==> src/rtl/motor_speed_loop_with_slip_monitor_top_defines.svh <==
// Assertion macros shared by the motor speed loop RTL.
`ifndef MOTOR_SPEED_LOOP_WITH_SLIP_MONITOR_TOP_DEFINES_SVH
`define MOTOR_SPEED_LOOP_WITH_SLIP_MONITOR_TOP_DEFINES_SVH

`ifndef SYNTHESIS
`define MSL_ASSERT(lbl, prop, msg) \
   lbl: assert property (@(posedge clock) disable iff (reset) prop) else $error(msg);
`define MSL_ASSERT_ALWAYS(lbl, prop, msg) \
   lbl: assert property (@(posedge clock) prop) else $error(msg);
`else
`define MSL_ASSERT(lbl, prop, msg)
`define MSL_ASSERT_ALWAYS(lbl, prop, msg)
`endif

`endif

==> src/rtl/msl_pkg.sv <==
// Package for the motor speed loop: widths, codes, types and reset values.
package msl_pkg;

   localparam int POSITION_BITS = 32;
   localparam int DT_W          = 20;
   localparam int MUL_BITS      = 20;
   localparam logic [MUL_BITS-1:0] MUL_CONST = 20'd1000000;
   localparam int MUL_IDX_W     = $clog2(MUL_BITS);
   localparam int NUM_W         = POSITION_BITS + MUL_BITS;
   localparam int Q_BITS        = 33;
   localparam int CNT_W         = $clog2(Q_BITS + 1);
   localparam int VEL_W         = 32;
   localparam int TGT_W         = 24;
   localparam int PID_W         = 17;
   localparam int ERR_W         = 33;
   localparam int CSR_IDX_W     = 3;
   localparam int CSR_DATA_W    = 16;

   localparam logic [TGT_W-1:0] SLIP_MIN_TARGET = 24'd50;
   localparam logic [6:0]       DUTY_MAX        = 7'd100;
   localparam logic signed [VEL_W-1:0] VEL_MAX  = 32'sh7FFF_FFFF;
   localparam logic signed [VEL_W-1:0] VEL_MIN  = 32'sh8000_0000;

   localparam logic [1:0] KIND_UPDATE = 2'd0;
   localparam logic [1:0] KIND_STOP   = 2'd1;
   localparam logic [1:0] KIND_BRAKE  = 2'd2;

   localparam logic [1:0] MODE_COAST = 2'd0;
   localparam logic [1:0] MODE_BRAKE = 2'd1;
   localparam logic [1:0] MODE_DRIVE = 2'd2;

   localparam logic [1:0] GRADE_NONE = 2'd0;
   localparam logic [1:0] GRADE_WARN = 2'd1;
   localparam logic [1:0] GRADE_CRIT = 2'd2;

   localparam logic [CSR_IDX_W-1:0] CSR_SLIP_ENABLE    = 3'd0;
   localparam logic [CSR_IDX_W-1:0] CSR_SLIP_THRESHOLD = 3'd1;
   localparam logic [CSR_IDX_W-1:0] CSR_SLIP_TIME_MS   = 3'd2;
   localparam logic [CSR_IDX_W-1:0] CSR_FORWARD_CODE   = 3'd3;
   localparam logic [CSR_IDX_W-1:0] CSR_BACKWARD_CODE  = 3'd4;

   localparam logic        RST_SLIP_ENABLE    = 1'b1;
   localparam logic [7:0]  RST_SLIP_THRESHOLD = 8'd90;
   localparam logic [15:0] RST_SLIP_TIME_MS   = 16'd500;
   localparam logic [7:0]  RST_FORWARD_CODE   = 8'd1;
   localparam logic [7:0]  RST_BACKWARD_CODE  = 8'd2;

   typedef logic signed [POSITION_BITS-1:0] position_type;

   typedef enum logic [2:0] {
      ST_IDLE,
      ST_VEL_START,
      ST_VEL_WAIT,
      ST_ERR,
      ST_SLIP,
      ST_OUT
   } top_state_type;

   typedef enum logic [2:0] {
      VU_IDLE,
      VU_MUL,
      VU_CHECK,
      VU_DIV,
      VU_FIN
   } vel_state_type;

   typedef struct packed {
      logic capture;
      logic eval;
      logic clear;
   } slip_ctrl_type;

   typedef struct packed {
      logic        enable;
      logic [7:0]  threshold;
      logic [15:0] time_ms;
   } slip_cfg_type;

endpackage

==> src/rtl/msl_velocity_unit.sv <==
// Serial velocity unit: shift-add scale by 1e6, then restoring divide, one adder.
`include "motor_speed_loop_with_slip_monitor_top_defines.svh"

module msl_velocity_unit
   import msl_pkg::*;
(
   input  logic                    clock,
   input  logic                    reset,
   input  logic                    start,
   input  position_type            delta,
   input  logic [DT_W-1:0]         dt,
   output logic                    done,
   output logic signed [VEL_W-1:0] velocity
);

   vel_state_type state_ff, state_in;
   logic [CNT_W-1:0]        cnt_ff, cnt_in;
   logic [NUM_W-1:0]        acc_ff, acc_in;
   logic [NUM_W-1:0]        mcand_ff, mcand_in;
   logic [DT_W-1:0]         rem_ff, rem_in;
   logic [Q_BITS-1:0]       quo_ff, quo_in;
   logic [DT_W-1:0]         dt_ff, dt_in;
   logic                    neg_ff, neg_in;
   logic                    sat_ff, sat_in;
   logic                    zero_ff, zero_in;
   logic signed [VEL_W-1:0] vel_ff, vel_in;
   logic                    done_ff, done_in;

   logic [NUM_W-1:0]          add_a, add_b, add_y;
   logic                      add_sub;
   logic [DT_W:0]             trial;
   logic [POSITION_BITS-1:0]  delta_mag;
   logic [NUM_W-Q_BITS-1:0]   acc_hi;
   logic                      borrow;
   logic                      big;

   assign trial     = {rem_ff, quo_ff[Q_BITS-1]};
   assign delta_mag = delta[POSITION_BITS-1] ? (~delta + 1'b1) : delta;
   assign acc_hi    = acc_ff[NUM_W-1:Q_BITS];
   assign borrow    = add_y[NUM_W-1];
   assign big       = (quo_ff[Q_BITS-1:VEL_W-1] != '0) || sat_ff;

   // shared adder
   always_comb begin
      if (state_ff == VU_MUL) begin
         add_a   = acc_ff;
         add_b   = MUL_CONST[cnt_ff[MUL_IDX_W-1:0]] ? mcand_ff : '0;
         add_sub = 1'b0;
      end else begin
         add_a   = NUM_W'(trial);
         add_b   = NUM_W'(dt_ff);
         add_sub = 1'b1;
      end
      add_y = add_a + (add_sub ? ~add_b : add_b) + NUM_W'(add_sub);
   end

   always_comb begin
      state_in = state_ff;
      unique case (state_ff)
         VU_IDLE: begin
            if (start) begin
               state_in = (dt == '0) ? VU_FIN : VU_MUL;
            end
         end
         VU_MUL: begin
            if (cnt_ff == CNT_W'(MUL_BITS - 1)) begin
               state_in = VU_CHECK;
            end
         end
         VU_CHECK: begin
            state_in = (NUM_W'(acc_hi) >= NUM_W'(dt_ff)) ? VU_FIN : VU_DIV;
         end
         VU_DIV: begin
            if (cnt_ff == CNT_W'(Q_BITS - 1)) begin
               state_in = VU_FIN;
            end
         end
         VU_FIN:  state_in = VU_IDLE;
         default: state_in = VU_IDLE;
      endcase
   end

   always_comb begin
      cnt_in   = cnt_ff;
      acc_in   = acc_ff;
      mcand_in = mcand_ff;
      rem_in   = rem_ff;
      quo_in   = quo_ff;
      dt_in    = dt_ff;
      neg_in   = neg_ff;
      sat_in   = sat_ff;
      zero_in  = zero_ff;
      vel_in   = vel_ff;
      done_in  = 1'b0;
      unique case (state_ff)
         VU_IDLE: begin
            if (start) begin
               cnt_in   = '0;
               acc_in   = '0;
               mcand_in = NUM_W'(delta_mag);
               dt_in    = dt;
               neg_in   = delta[POSITION_BITS-1];
               sat_in   = 1'b0;
               zero_in  = (dt == '0);
            end
         end
         VU_MUL: begin
            acc_in   = add_y;
            mcand_in = mcand_ff << 1;
            cnt_in   = cnt_ff + 1'b1;
         end
         VU_CHECK: begin
            sat_in = (NUM_W'(acc_hi) >= NUM_W'(dt_ff));
            rem_in = DT_W'(acc_hi);
            quo_in = acc_ff[Q_BITS-1:0];
            cnt_in = '0;
         end
         VU_DIV: begin
            rem_in = borrow ? trial[DT_W-1:0] : add_y[DT_W-1:0];
            quo_in = {quo_ff[Q_BITS-2:0], ~borrow};
            cnt_in = cnt_ff + 1'b1;
         end
         VU_FIN: begin
            done_in = 1'b1;
            if (zero_ff) begin
               vel_in = '0;
            end else if (neg_ff) begin
               vel_in = big ? VEL_MIN : VEL_W'(~quo_ff[VEL_W-1:0] + 1'b1);
            end else begin
               vel_in = big ? VEL_MAX : VEL_W'(quo_ff[VEL_W-1:0]);
            end
         end
         default: ;
      endcase
   end

   always_ff @(posedge clock) begin
      if (reset) begin
         state_ff <= VU_IDLE;
         done_ff  <= 1'b0;
      end else begin
         state_ff <= state_in;
         done_ff  <= done_in;
      end
      cnt_ff   <= cnt_in;
      acc_ff   <= acc_in;
      mcand_ff <= mcand_in;
      rem_ff   <= rem_in;
      quo_ff   <= quo_in;
      dt_ff    <= dt_in;
      neg_ff   <= neg_in;
      sat_ff   <= sat_in;
      zero_ff  <= zero_in;
      vel_ff   <= vel_in;
   end

   assign done     = done_ff;
   assign velocity = vel_ff;

   `MSL_ASSERT(a_rem_below_dt, state_ff == VU_DIV |-> rem_ff < dt_ff, "remainder not below divisor")
   `MSL_ASSERT(a_done_pulse, done_ff |=> !done_ff, "done held longer than one cycle")
   `MSL_ASSERT(a_start_idle, start |-> state_ff == VU_IDLE, "start while velocity unit busy")

endmodule

==> src/rtl/msl_slip_monitor.sv <==
// Slip monitor: tracking error, persistence timer and slip grade.
module msl_slip_monitor
   import msl_pkg::*;
(
   input  logic                    clock,
   input  logic                    reset,
   input  slip_ctrl_type           ctrl,
   input  slip_cfg_type            cfg,
   input  logic signed [TGT_W-1:0] target,
   input  logic signed [VEL_W-1:0] velocity,
   input  logic [31:0]             now_ms,
   output logic [1:0]              grade
);

   logic [ERR_W-1:0] err_ff, err_in;
   logic             timing_ff, timing_in;
   logic [31:0]      start_ff, start_in;
   logic [1:0]       grade_ff, grade_in;

   logic signed [ERR_W:0] diff;
   logic [TGT_W-1:0]      atgt;
   logic [31:0]           limit;
   logic [31:0]           elapsed;
   logic                  over, crit, expired, small_tgt;

   assign diff      = (ERR_W+1)'(target) - (ERR_W+1)'(velocity);
   assign atgt      = target[TGT_W-1] ? TGT_W'(~target + 1'b1) : TGT_W'(target);
   assign limit     = {24'd0, cfg.threshold} * {8'd0, atgt};
   assign over      = {err_ff, 8'd0} > (ERR_W+8)'(limit);
   assign crit      = {err_ff, 1'b0} > (ERR_W+1)'(atgt);
   assign elapsed   = now_ms - start_ff;
   assign expired   = elapsed >= 32'(cfg.time_ms);
   assign small_tgt = atgt < SLIP_MIN_TARGET;

   always_comb begin
      err_in    = err_ff;
      timing_in = timing_ff;
      start_in  = start_ff;
      grade_in  = grade_ff;
      if (ctrl.capture) begin
         err_in = diff[ERR_W] ? ERR_W'(-diff) : ERR_W'(diff);
      end
      if (ctrl.clear || (ctrl.eval && (!cfg.enable || small_tgt || !over))) begin
         timing_in = 1'b0;
         start_in  = '0;
         grade_in  = GRADE_NONE;
      end else if (ctrl.eval) begin
         if (!timing_ff) begin
            timing_in = 1'b1;
            start_in  = now_ms;
            grade_in  = GRADE_NONE;
         end else if (expired) begin
            grade_in = crit ? GRADE_CRIT : GRADE_WARN;
         end
      end
   end

   always_ff @(posedge clock) begin
      if (reset) begin
         timing_ff <= 1'b0;
         grade_ff  <= GRADE_NONE;
      end else begin
         timing_ff <= timing_in;
         grade_ff  <= grade_in;
      end
      err_ff   <= err_in;
      start_ff <= start_in;
   end

   assign grade = grade_ff;

endmodule

==> src/rtl/motor_speed_loop_with_slip_monitor_top.sv <==
// Top level of the motor speed loop with slip monitor.
// Update request: velocity from 20 shift-add and 33 divide steps on the shared adder;
// the divide is skipped when the quotient saturates, and both when elapsed time is zero.
// Stop and brake requests go straight to the output register. One request in flight;
// a new request is accepted only once the last response is loaded, so a response stall holds it.
// Synchronous active-high reset clears position, velocity and slip state, loads CSR defaults.
`include "motor_speed_loop_with_slip_monitor_top_defines.svh"

module motor_speed_loop_with_slip_monitor_top
   import msl_pkg::*;
(
   input  logic                    clock,
   input  logic                    reset,
   input  logic                    req_valid,
   output logic                    req_ready,
   input  logic [1:0]              req_kind,
   input  logic signed [31:0]      req_encoder_position,
   input  logic [DT_W-1:0]         req_elapsed_us,
   input  logic [31:0]             req_now_ms,
   input  logic signed [TGT_W-1:0] req_target_velocity,
   input  logic signed [PID_W-1:0] req_pid_output,
   output logic                    rsp_valid,
   input  logic                    rsp_ready,
   output logic [1:0]              rsp_drive_mode,
   output logic [7:0]              rsp_direction_code,
   output logic [6:0]              rsp_duty_percent,
   output logic signed [VEL_W-1:0] rsp_measured_velocity,
   output logic [1:0]              rsp_slip_level,
   input  logic                    csr_we,
   input  logic [CSR_IDX_W-1:0]    csr_index,
   input  logic [CSR_DATA_W-1:0]   csr_wdata
);

   top_state_type state_ff, state_in;

   slip_cfg_type slip_cfg_ff, slip_cfg_in;
   logic [7:0]   fwd_code_ff, fwd_code_in;
   logic [7:0]   bwd_code_ff, bwd_code_in;

   logic [1:0]              kind_ff;
   position_type            last_position_ff;
   position_type            delta_ff;
   logic [DT_W-1:0]         dt_ff;
   logic [31:0]             now_ff;
   logic signed [TGT_W-1:0] target_ff;
   logic signed [PID_W-1:0] pid_ff;
   logic signed [VEL_W-1:0] last_velocity_ff;

   logic                    rsp_valid_ff, rsp_valid_in;
   logic [1:0]              mode_ff, mode_in;
   logic [7:0]              dir_ff, dir_in;
   logic [6:0]              duty_ff, duty_in;
   logic signed [VEL_W-1:0] vel_out_ff;
   logic [1:0]              slip_out_ff;

   logic                    accept, is_update, out_load;
   position_type            pos_ext;
   logic                    vu_start, vu_done;
   logic signed [VEL_W-1:0] vu_velocity;
   slip_ctrl_type           slip_ctrl;
   logic [1:0]              slip_grade;
   logic [PID_W-1:0]        pid_mag;
   logic [8:0]              duty_raw;
   logic                    tgt_zero;

   assign req_ready = (state_ff == ST_IDLE);
   assign accept    = req_valid && req_ready;
   assign is_update = (req_kind == KIND_UPDATE);
   assign out_load  = (state_ff == ST_OUT) && (!rsp_valid_ff || rsp_ready);
   assign pos_ext   = POSITION_BITS'(req_encoder_position);
   assign vu_start  = (state_ff == ST_VEL_START);

   always_comb begin
      state_in = state_ff;
      unique case (state_ff)
         ST_IDLE: begin
            if (accept) begin
               state_in = is_update ? ST_VEL_START : ST_OUT;
            end
         end
         ST_VEL_START: state_in = ST_VEL_WAIT;
         ST_VEL_WAIT: begin
            if (vu_done) begin
               state_in = ST_ERR;
            end
         end
         ST_ERR:  state_in = ST_SLIP;
         ST_SLIP: state_in = ST_OUT;
         ST_OUT: begin
            if (out_load) begin
               state_in = ST_IDLE;
            end
         end
         default: state_in = ST_IDLE;
      endcase
   end

   always_comb begin
      slip_ctrl.capture = (state_ff == ST_ERR);
      slip_ctrl.eval    = (state_ff == ST_SLIP);
      slip_ctrl.clear   = accept && !is_update;
   end

   // CSR writes
   always_comb begin
      slip_cfg_in = slip_cfg_ff;
      fwd_code_in = fwd_code_ff;
      bwd_code_in = bwd_code_ff;
      if (csr_we) begin
         unique case (csr_index)
            CSR_SLIP_ENABLE:    slip_cfg_in.enable    = csr_wdata[0];
            CSR_SLIP_THRESHOLD: slip_cfg_in.threshold = csr_wdata[7:0];
            CSR_SLIP_TIME_MS:   slip_cfg_in.time_ms   = csr_wdata[15:0];
            CSR_FORWARD_CODE:   fwd_code_in           = csr_wdata[7:0];
            CSR_BACKWARD_CODE:  bwd_code_in           = csr_wdata[7:0];
            default: ;
         endcase
      end
   end

   // drive command
   assign pid_mag  = pid_ff[PID_W-1] ? PID_W'(~pid_ff + 1'b1) : PID_W'(pid_ff);
   assign duty_raw = pid_mag[PID_W-1:8];
   assign tgt_zero = (target_ff == '0);

   always_comb begin
      mode_in = (kind_ff == KIND_BRAKE) ? MODE_BRAKE : MODE_COAST;
      dir_in  = '0;
      duty_in = '0;
      if (kind_ff == KIND_UPDATE) begin
         mode_in = MODE_COAST;
         if (duty_raw != '0 && !tgt_zero) begin
            mode_in = MODE_DRIVE;
            duty_in = (duty_raw > 9'(DUTY_MAX)) ? DUTY_MAX : duty_raw[6:0];
            dir_in  = target_ff[TGT_W-1] ? bwd_code_ff : fwd_code_ff;
         end
      end
      rsp_valid_in = out_load ? 1'b1 : (rsp_valid_ff && !rsp_ready);
   end

   always_ff @(posedge clock) begin
      if (reset) begin
         state_ff         <= ST_IDLE;
         slip_cfg_ff      <= '{enable: RST_SLIP_ENABLE, threshold: RST_SLIP_THRESHOLD,
                               time_ms: RST_SLIP_TIME_MS};
         fwd_code_ff      <= RST_FORWARD_CODE;
         bwd_code_ff      <= RST_BACKWARD_CODE;
         last_position_ff <= '0;
         last_velocity_ff <= '0;
         rsp_valid_ff     <= 1'b0;
      end else begin
         state_ff     <= state_in;
         slip_cfg_ff  <= slip_cfg_in;
         fwd_code_ff  <= fwd_code_in;
         bwd_code_ff  <= bwd_code_in;
         rsp_valid_ff <= rsp_valid_in;
         if (accept && is_update) begin
            last_position_ff <= pos_ext;
         end
         if (vu_done) begin
            last_velocity_ff <= vu_velocity;
         end
      end
      if (accept) begin
         kind_ff   <= req_kind;
         delta_ff  <= pos_ext - last_position_ff;
         dt_ff     <= req_elapsed_us;
         now_ff    <= req_now_ms;
         target_ff <= req_target_velocity;
         pid_ff    <= req_pid_output;
      end
      if (out_load) begin
         mode_ff     <= mode_in;
         dir_ff      <= dir_in;
         duty_ff     <= duty_in;
         vel_out_ff  <= last_velocity_ff;
         slip_out_ff <= slip_grade;
      end
   end

   msl_velocity_unit u_velocity (
      .clock    (clock),
      .reset    (reset),
      .start    (vu_start),
      .delta    (delta_ff),
      .dt       (dt_ff),
      .done     (vu_done),
      .velocity (vu_velocity)
   );

   msl_slip_monitor u_slip (
      .clock    (clock),
      .reset    (reset),
      .ctrl     (slip_ctrl),
      .cfg      (slip_cfg_ff),
      .target   (target_ff),
      .velocity (last_velocity_ff),
      .now_ms   (now_ff),
      .grade    (slip_grade)
   );

   assign rsp_valid             = rsp_valid_ff;
   assign rsp_drive_mode        = mode_ff;
   assign rsp_direction_code    = dir_ff;
   assign rsp_duty_percent      = duty_ff;
   assign rsp_measured_velocity = vel_out_ff;
   assign rsp_slip_level        = slip_out_ff;

   `MSL_ASSERT(a_drive_duty, rsp_valid_ff && mode_ff == MODE_DRIVE |-> duty_ff != '0 && duty_ff <= DUTY_MAX, "drive with duty out of range")
   `MSL_ASSERT(a_idle_no_drive, rsp_valid_ff && mode_ff != MODE_DRIVE |-> dir_ff == '0 && duty_ff == '0, "direction or duty set without drive")
   `MSL_ASSERT(a_vel_done_wait, vu_done |-> state_ff == ST_VEL_WAIT, "velocity result outside wait state")

endmodule

==> config.mk <==
export PLATFORM = sky130hd
export DESIGN_NAME = motor_speed_loop_with_slip_monitor_top
export DESIGN_NICKNAME = d
export VERILOG_FILES = /design/src/rtl/msl_pkg.sv /design/src/rtl/msl_velocity_unit.sv /design/src/rtl/msl_slip_monitor.sv /design/src/rtl/motor_speed_loop_with_slip_monitor_top.sv
export VERILOG_INCLUDE_DIRS = /design/src /design/src/rtl
export SDC_FILE = /design/constraint.sdc
export NUM_CORES = 2
export LEC_CHECK = 0
export ABC_AREA = 1
export BUFFER_PORTS_ARGS = -buffer_cell sky130_fd_sc_hd__buf_4
export CORE_MARGIN = 2
export CORE_UTILIZATION = 57
export DETAILED_ROUTE_END_ITERATION = 10
export HOLD_SLACK_MARGIN = 0.03
export PLACE_DENSITY = 0.78
export REMOVE_ABC_BUFFERS = 1
export SETUP_SLACK_MARGIN = 0.4
export SLEW_MARGIN = 30
export SYNTH_ARGS = -nofsm -noshare
export SYNTH_HDL_FRONTEND = slang
export SYNTH_SLANG_ARGS = --single-unit
==> constraint.sdc <==
create_clock -name clock -period 7.12 [get_ports clock]
set_input_delay 0.712 -clock clock [delete_from_list [all_inputs] [get_ports clock]]
set_output_delay 0.712 -clock clock [all_outputs]
set_load 0.02 [all_outputs]
==> reports/results.tsv <==
stage	metric	value	unit
synth	Syn Inst Count	5551	
layout	Layout area overhead	18.8	%
clocking	clock buffer depth	3	
clocking	Sink Count	578	
timing	crit path time final	6940	ps
die	Chip Width	278	um
synth	commonest register cell after synthesis	edfxtp_1	
synth	warnings from Yosys	0	
synth	cell taking the most area after synthesis	edfxtp_1	
die	initial cell density of the core	57.5	%
global_route	Tot GR Track Use	32.7	%
routing	Avg Vias per Cell	5.52	
timing	fmax	144	MHz
clocking	CTS tree	yes	
layout	nets	6557	
outcome	status	finished clean	
layout	filler cell count	6232	
global_route	initial antenna violation count	0	
layout	share of layout cells above drive strength 1	16.5	%
clocking	clk_lat worst skew	640	ps
synth	top post-synthesis cells by area	edfxtp_1 (30%), nand2_1 (10%), ha_1 (8.3%), inv_1 (8.1%), dfxtp_1 (7.0%)	
placed_design	RD Place Congestion	1.01	
clocking	cts hold-fix bufs	0	
layout	final cell count without fillers	7009	
global_route	global-route wire length before repair	198	mm
placed_design	pre-CTS WS	-224	ps
synth	Syn Std Cell Area	42800	sq um
synth	Post-synth EDFFs	429	
run	number of max-cap violations	0	
placed_design	HPWL Detailed	100	mm
critical_path	Largest stage delay, worst path	540	ps
timing	period utilization	97.5	%
die	Boundary Pins	204	
critical_path	Setup crit start kind	flip-flop	
critical_path	crit end category	flip-flop	
timing	unrepaired setup endpoints after global routing	true	
clocking	clock buffer count from CTS	66	
clocking	CTS root buf	clkbuf_16	
global_route	vias in the first global route	37456	
timing	slack of the critical path	175	ps
critical_path	Worst EP required	7680	ps
placed_design	Placed Instances	6827	
timing	endpoints failing hold	0	
global_route	grt total ovfl	0	
layout	Final Core Density	68.3	%
timing	final-report setup violation count	0	
routing	drt initial violations	2845	
routing	DR pass1 iterations	6	
placed_design	cell area after placement	46800	sq um
routing	WL/cell	18.4	um
timing	Layout Skew	28.1	ps
critical_path	Data arrival, critical path	7500	ps
critical_path	slowest CP cell	fa_1	
die	Die Y	278	um
timing	Pins Over Slew Limit	0	
synth	Synth Area per Inst	7.71	sq um
routing	DRT antenna net count	0	
layout	post-layout instance area	50900	sq um
die	# rows	100	
routing	drt total wl	129	mm
timing	Slew headroom	39.3	%
synth	Async S/R FF share, synth	0	%
timing	Slew @ Worst Pin	909	ps
synth	register area share after synthesis	37.1	%
clocking	Worst-path clk slew	60	ps
worst_hold_path	Hold WC Path Type	primary input to flip-flop	
synth	register bit total from synthesis	578	
global_route	pin count of the biggest net entering global routing	107	
critical_path	crit path kind	flip-flop to flip-flop	
clocking	Max H-tree Level	3	
die	die area	77300	sq um
synth	post-synth top area share	30.1	%
synth	post-synth cell types	69	
die	core box area	74400	sq um
routing	via count	38724	
routing	DRC viols	0	
placed_design	Buffers on Ports	203	
layout	# diodes	0	
critical_path	CP Max Fanout	7	
## metrics by stage
step	hold slack, ps	setup TNS [ps]
final	249	0
after global routing	237	-3490
after CTS	228	0
after detailed placement	416	-4400
after global placement	414	-1480
after floorplan	408	-6890
## critical path: cells and delay by family (launching register included)
kind                     cells  cell delay, ps
AO/OA/AOI/OAI                5             860
XOR/XNOR                     1             210
adder cells (fa/ha/maj)      6            2600
buffers and inverters        7             750
flip-flops                   1             480
AND/OR/NAND/NOR             18            1960
## layout make-up
cell class | instances | area (sq um) | area share (%)
clock buffers | 88 | 1810 | 3.55
flip-flops and latches | 578 | 15900 | 31.2
repair buffers | 491 | 3890 | 7.65
multi-input cells | 3893 | 24000 | 47.3
inverters | 956 | 3650 | 7.18
clock inverters | 34 | 385 | 0.758
well taps | 969 | 1210 | 2.38
## flip-flops by register name (all words and copies together), names as in the netlist, 3 cells and up, named ones only
signal / count
u_velocity.acc_ff: 52
u_velocity.mcand_ff: 52
u_slip.err_ff: 33
u_velocity.quo_ff: 33
delta_ff: 32
last_position_ff: 32
last_velocity_ff: 32
now_ff: 32
rsp_measured_velocity: 32
u_slip.start_ff: 32
u_velocity.velocity: 32
slip_cfg_ff: 25
target_ff: 24
dt_ff: 20
u_velocity.dt_ff: 20
u_velocity.rem_ff: 20
pid_ff: 17
bwd_code_ff: 8
fwd_code_ff: 8
rsp_direction_code: 8
rsp_duty_percent: 7
u_velocity.cnt_ff: 6
state_ff: 3
u_velocity.state_ff: 3
## layer usage
metal	track usage [%]	vias to the layer above	wire, um
li1	-	18995	-
met1	40.0	18130	52100
met2	57.0	1270	62100
met3	3.91	329	6970
met4	16.6	0	7610
met5	0	-	0
## cell usage after synthesis (all sizes together) (4+ instances only)
| cell | count |
|---|---|
| a2111oi | 4 |
| o2111ai | 4 |
| nand2 | 1227 |
| clkinv | 11 |
| nor4 | 28 |
| o22ai | 20 |
| inv | 945 |
| and3 | 4 |
| nor2 | 718 |
| nand4 | 55 |
| xor2 | 86 |
| dfxtp | 149 |
| o21a | 26 |
| a221oi | 4 |
| o21ai | 408 |
| o221ai | 4 |
| nand3b | 24 |
| fa | 136 |
| buf | 22 |
| clkbuf | 102 |
| o31ai | 9 |
| a21o | 15 |
| o21bai | 14 |
| a31oi | 39 |
| nor3 | 82 |
| edfxtp | 429 |
| xnor2 | 48 |
| ha | 284 |
| a21oi | 382 |
| a21boi | 12 |
| a211oi | 6 |
| nand3 | 218 |
| o211ai | 14 |
| nor3b | 4 |
| or2 | 9 |
## final timing paths
path / cells past startpoint / slack, ps / to / startpoint
min reg2reg: 0 / 420 / rsp_measured_velocity[2]$_DFFE_PP_ / last_velocity_ff[2]$_SDFFE_PP0P_
max: 37 / 180 / u_slip.grade[0]$_SDFFE_PP0P_ / target_ff[2]$_DFFE_PP_
min: 1 / 250 / dt_ff[3]$_DFFE_PP_ / req_elapsed_us[3]
max reg2reg: 37 / 180 / u_slip.grade[0]$_SDFFE_PP0P_ / target_ff[2]$_DFFE_PP_
## cell usage in the layout, fill, tap and decap left out, types with 68 or more instances in the layout
cell / count
ha_1: 263
fa_1: 131
nor2_2: 98
nand3_1: 201
nand2_1: 1149
dfxtp_1: 149
xor2_1: 85
o21ai_0: 377
inv_1: 893
nor3_1: 68
a21oi_1: 348
nor2_1: 584
buf_4: 458
edfxtp_1: 429
## what timing repair did
action	in CTS	in global routing
pin swaps	43	131
setup endpoints to repair	35	35
hold endpoints to repair	0	0
gates resized for setup	102	261
buffers inserted	28	32
## cells by family after synthesis
group / after synthesis / share of synthesized area (%)
buf+inv: 1080 / 9.74
compound gates: 968 / 12.4
xor+xnor: 134 / 2.74
flops: 578 / 37.1
fa+ha+maj: 420 / 14.7
simple gates: 2371 / 23.4
Power is not shown: default switching activity piles up to over one toggle a cycle in this logic, so the estimate is an artifact.
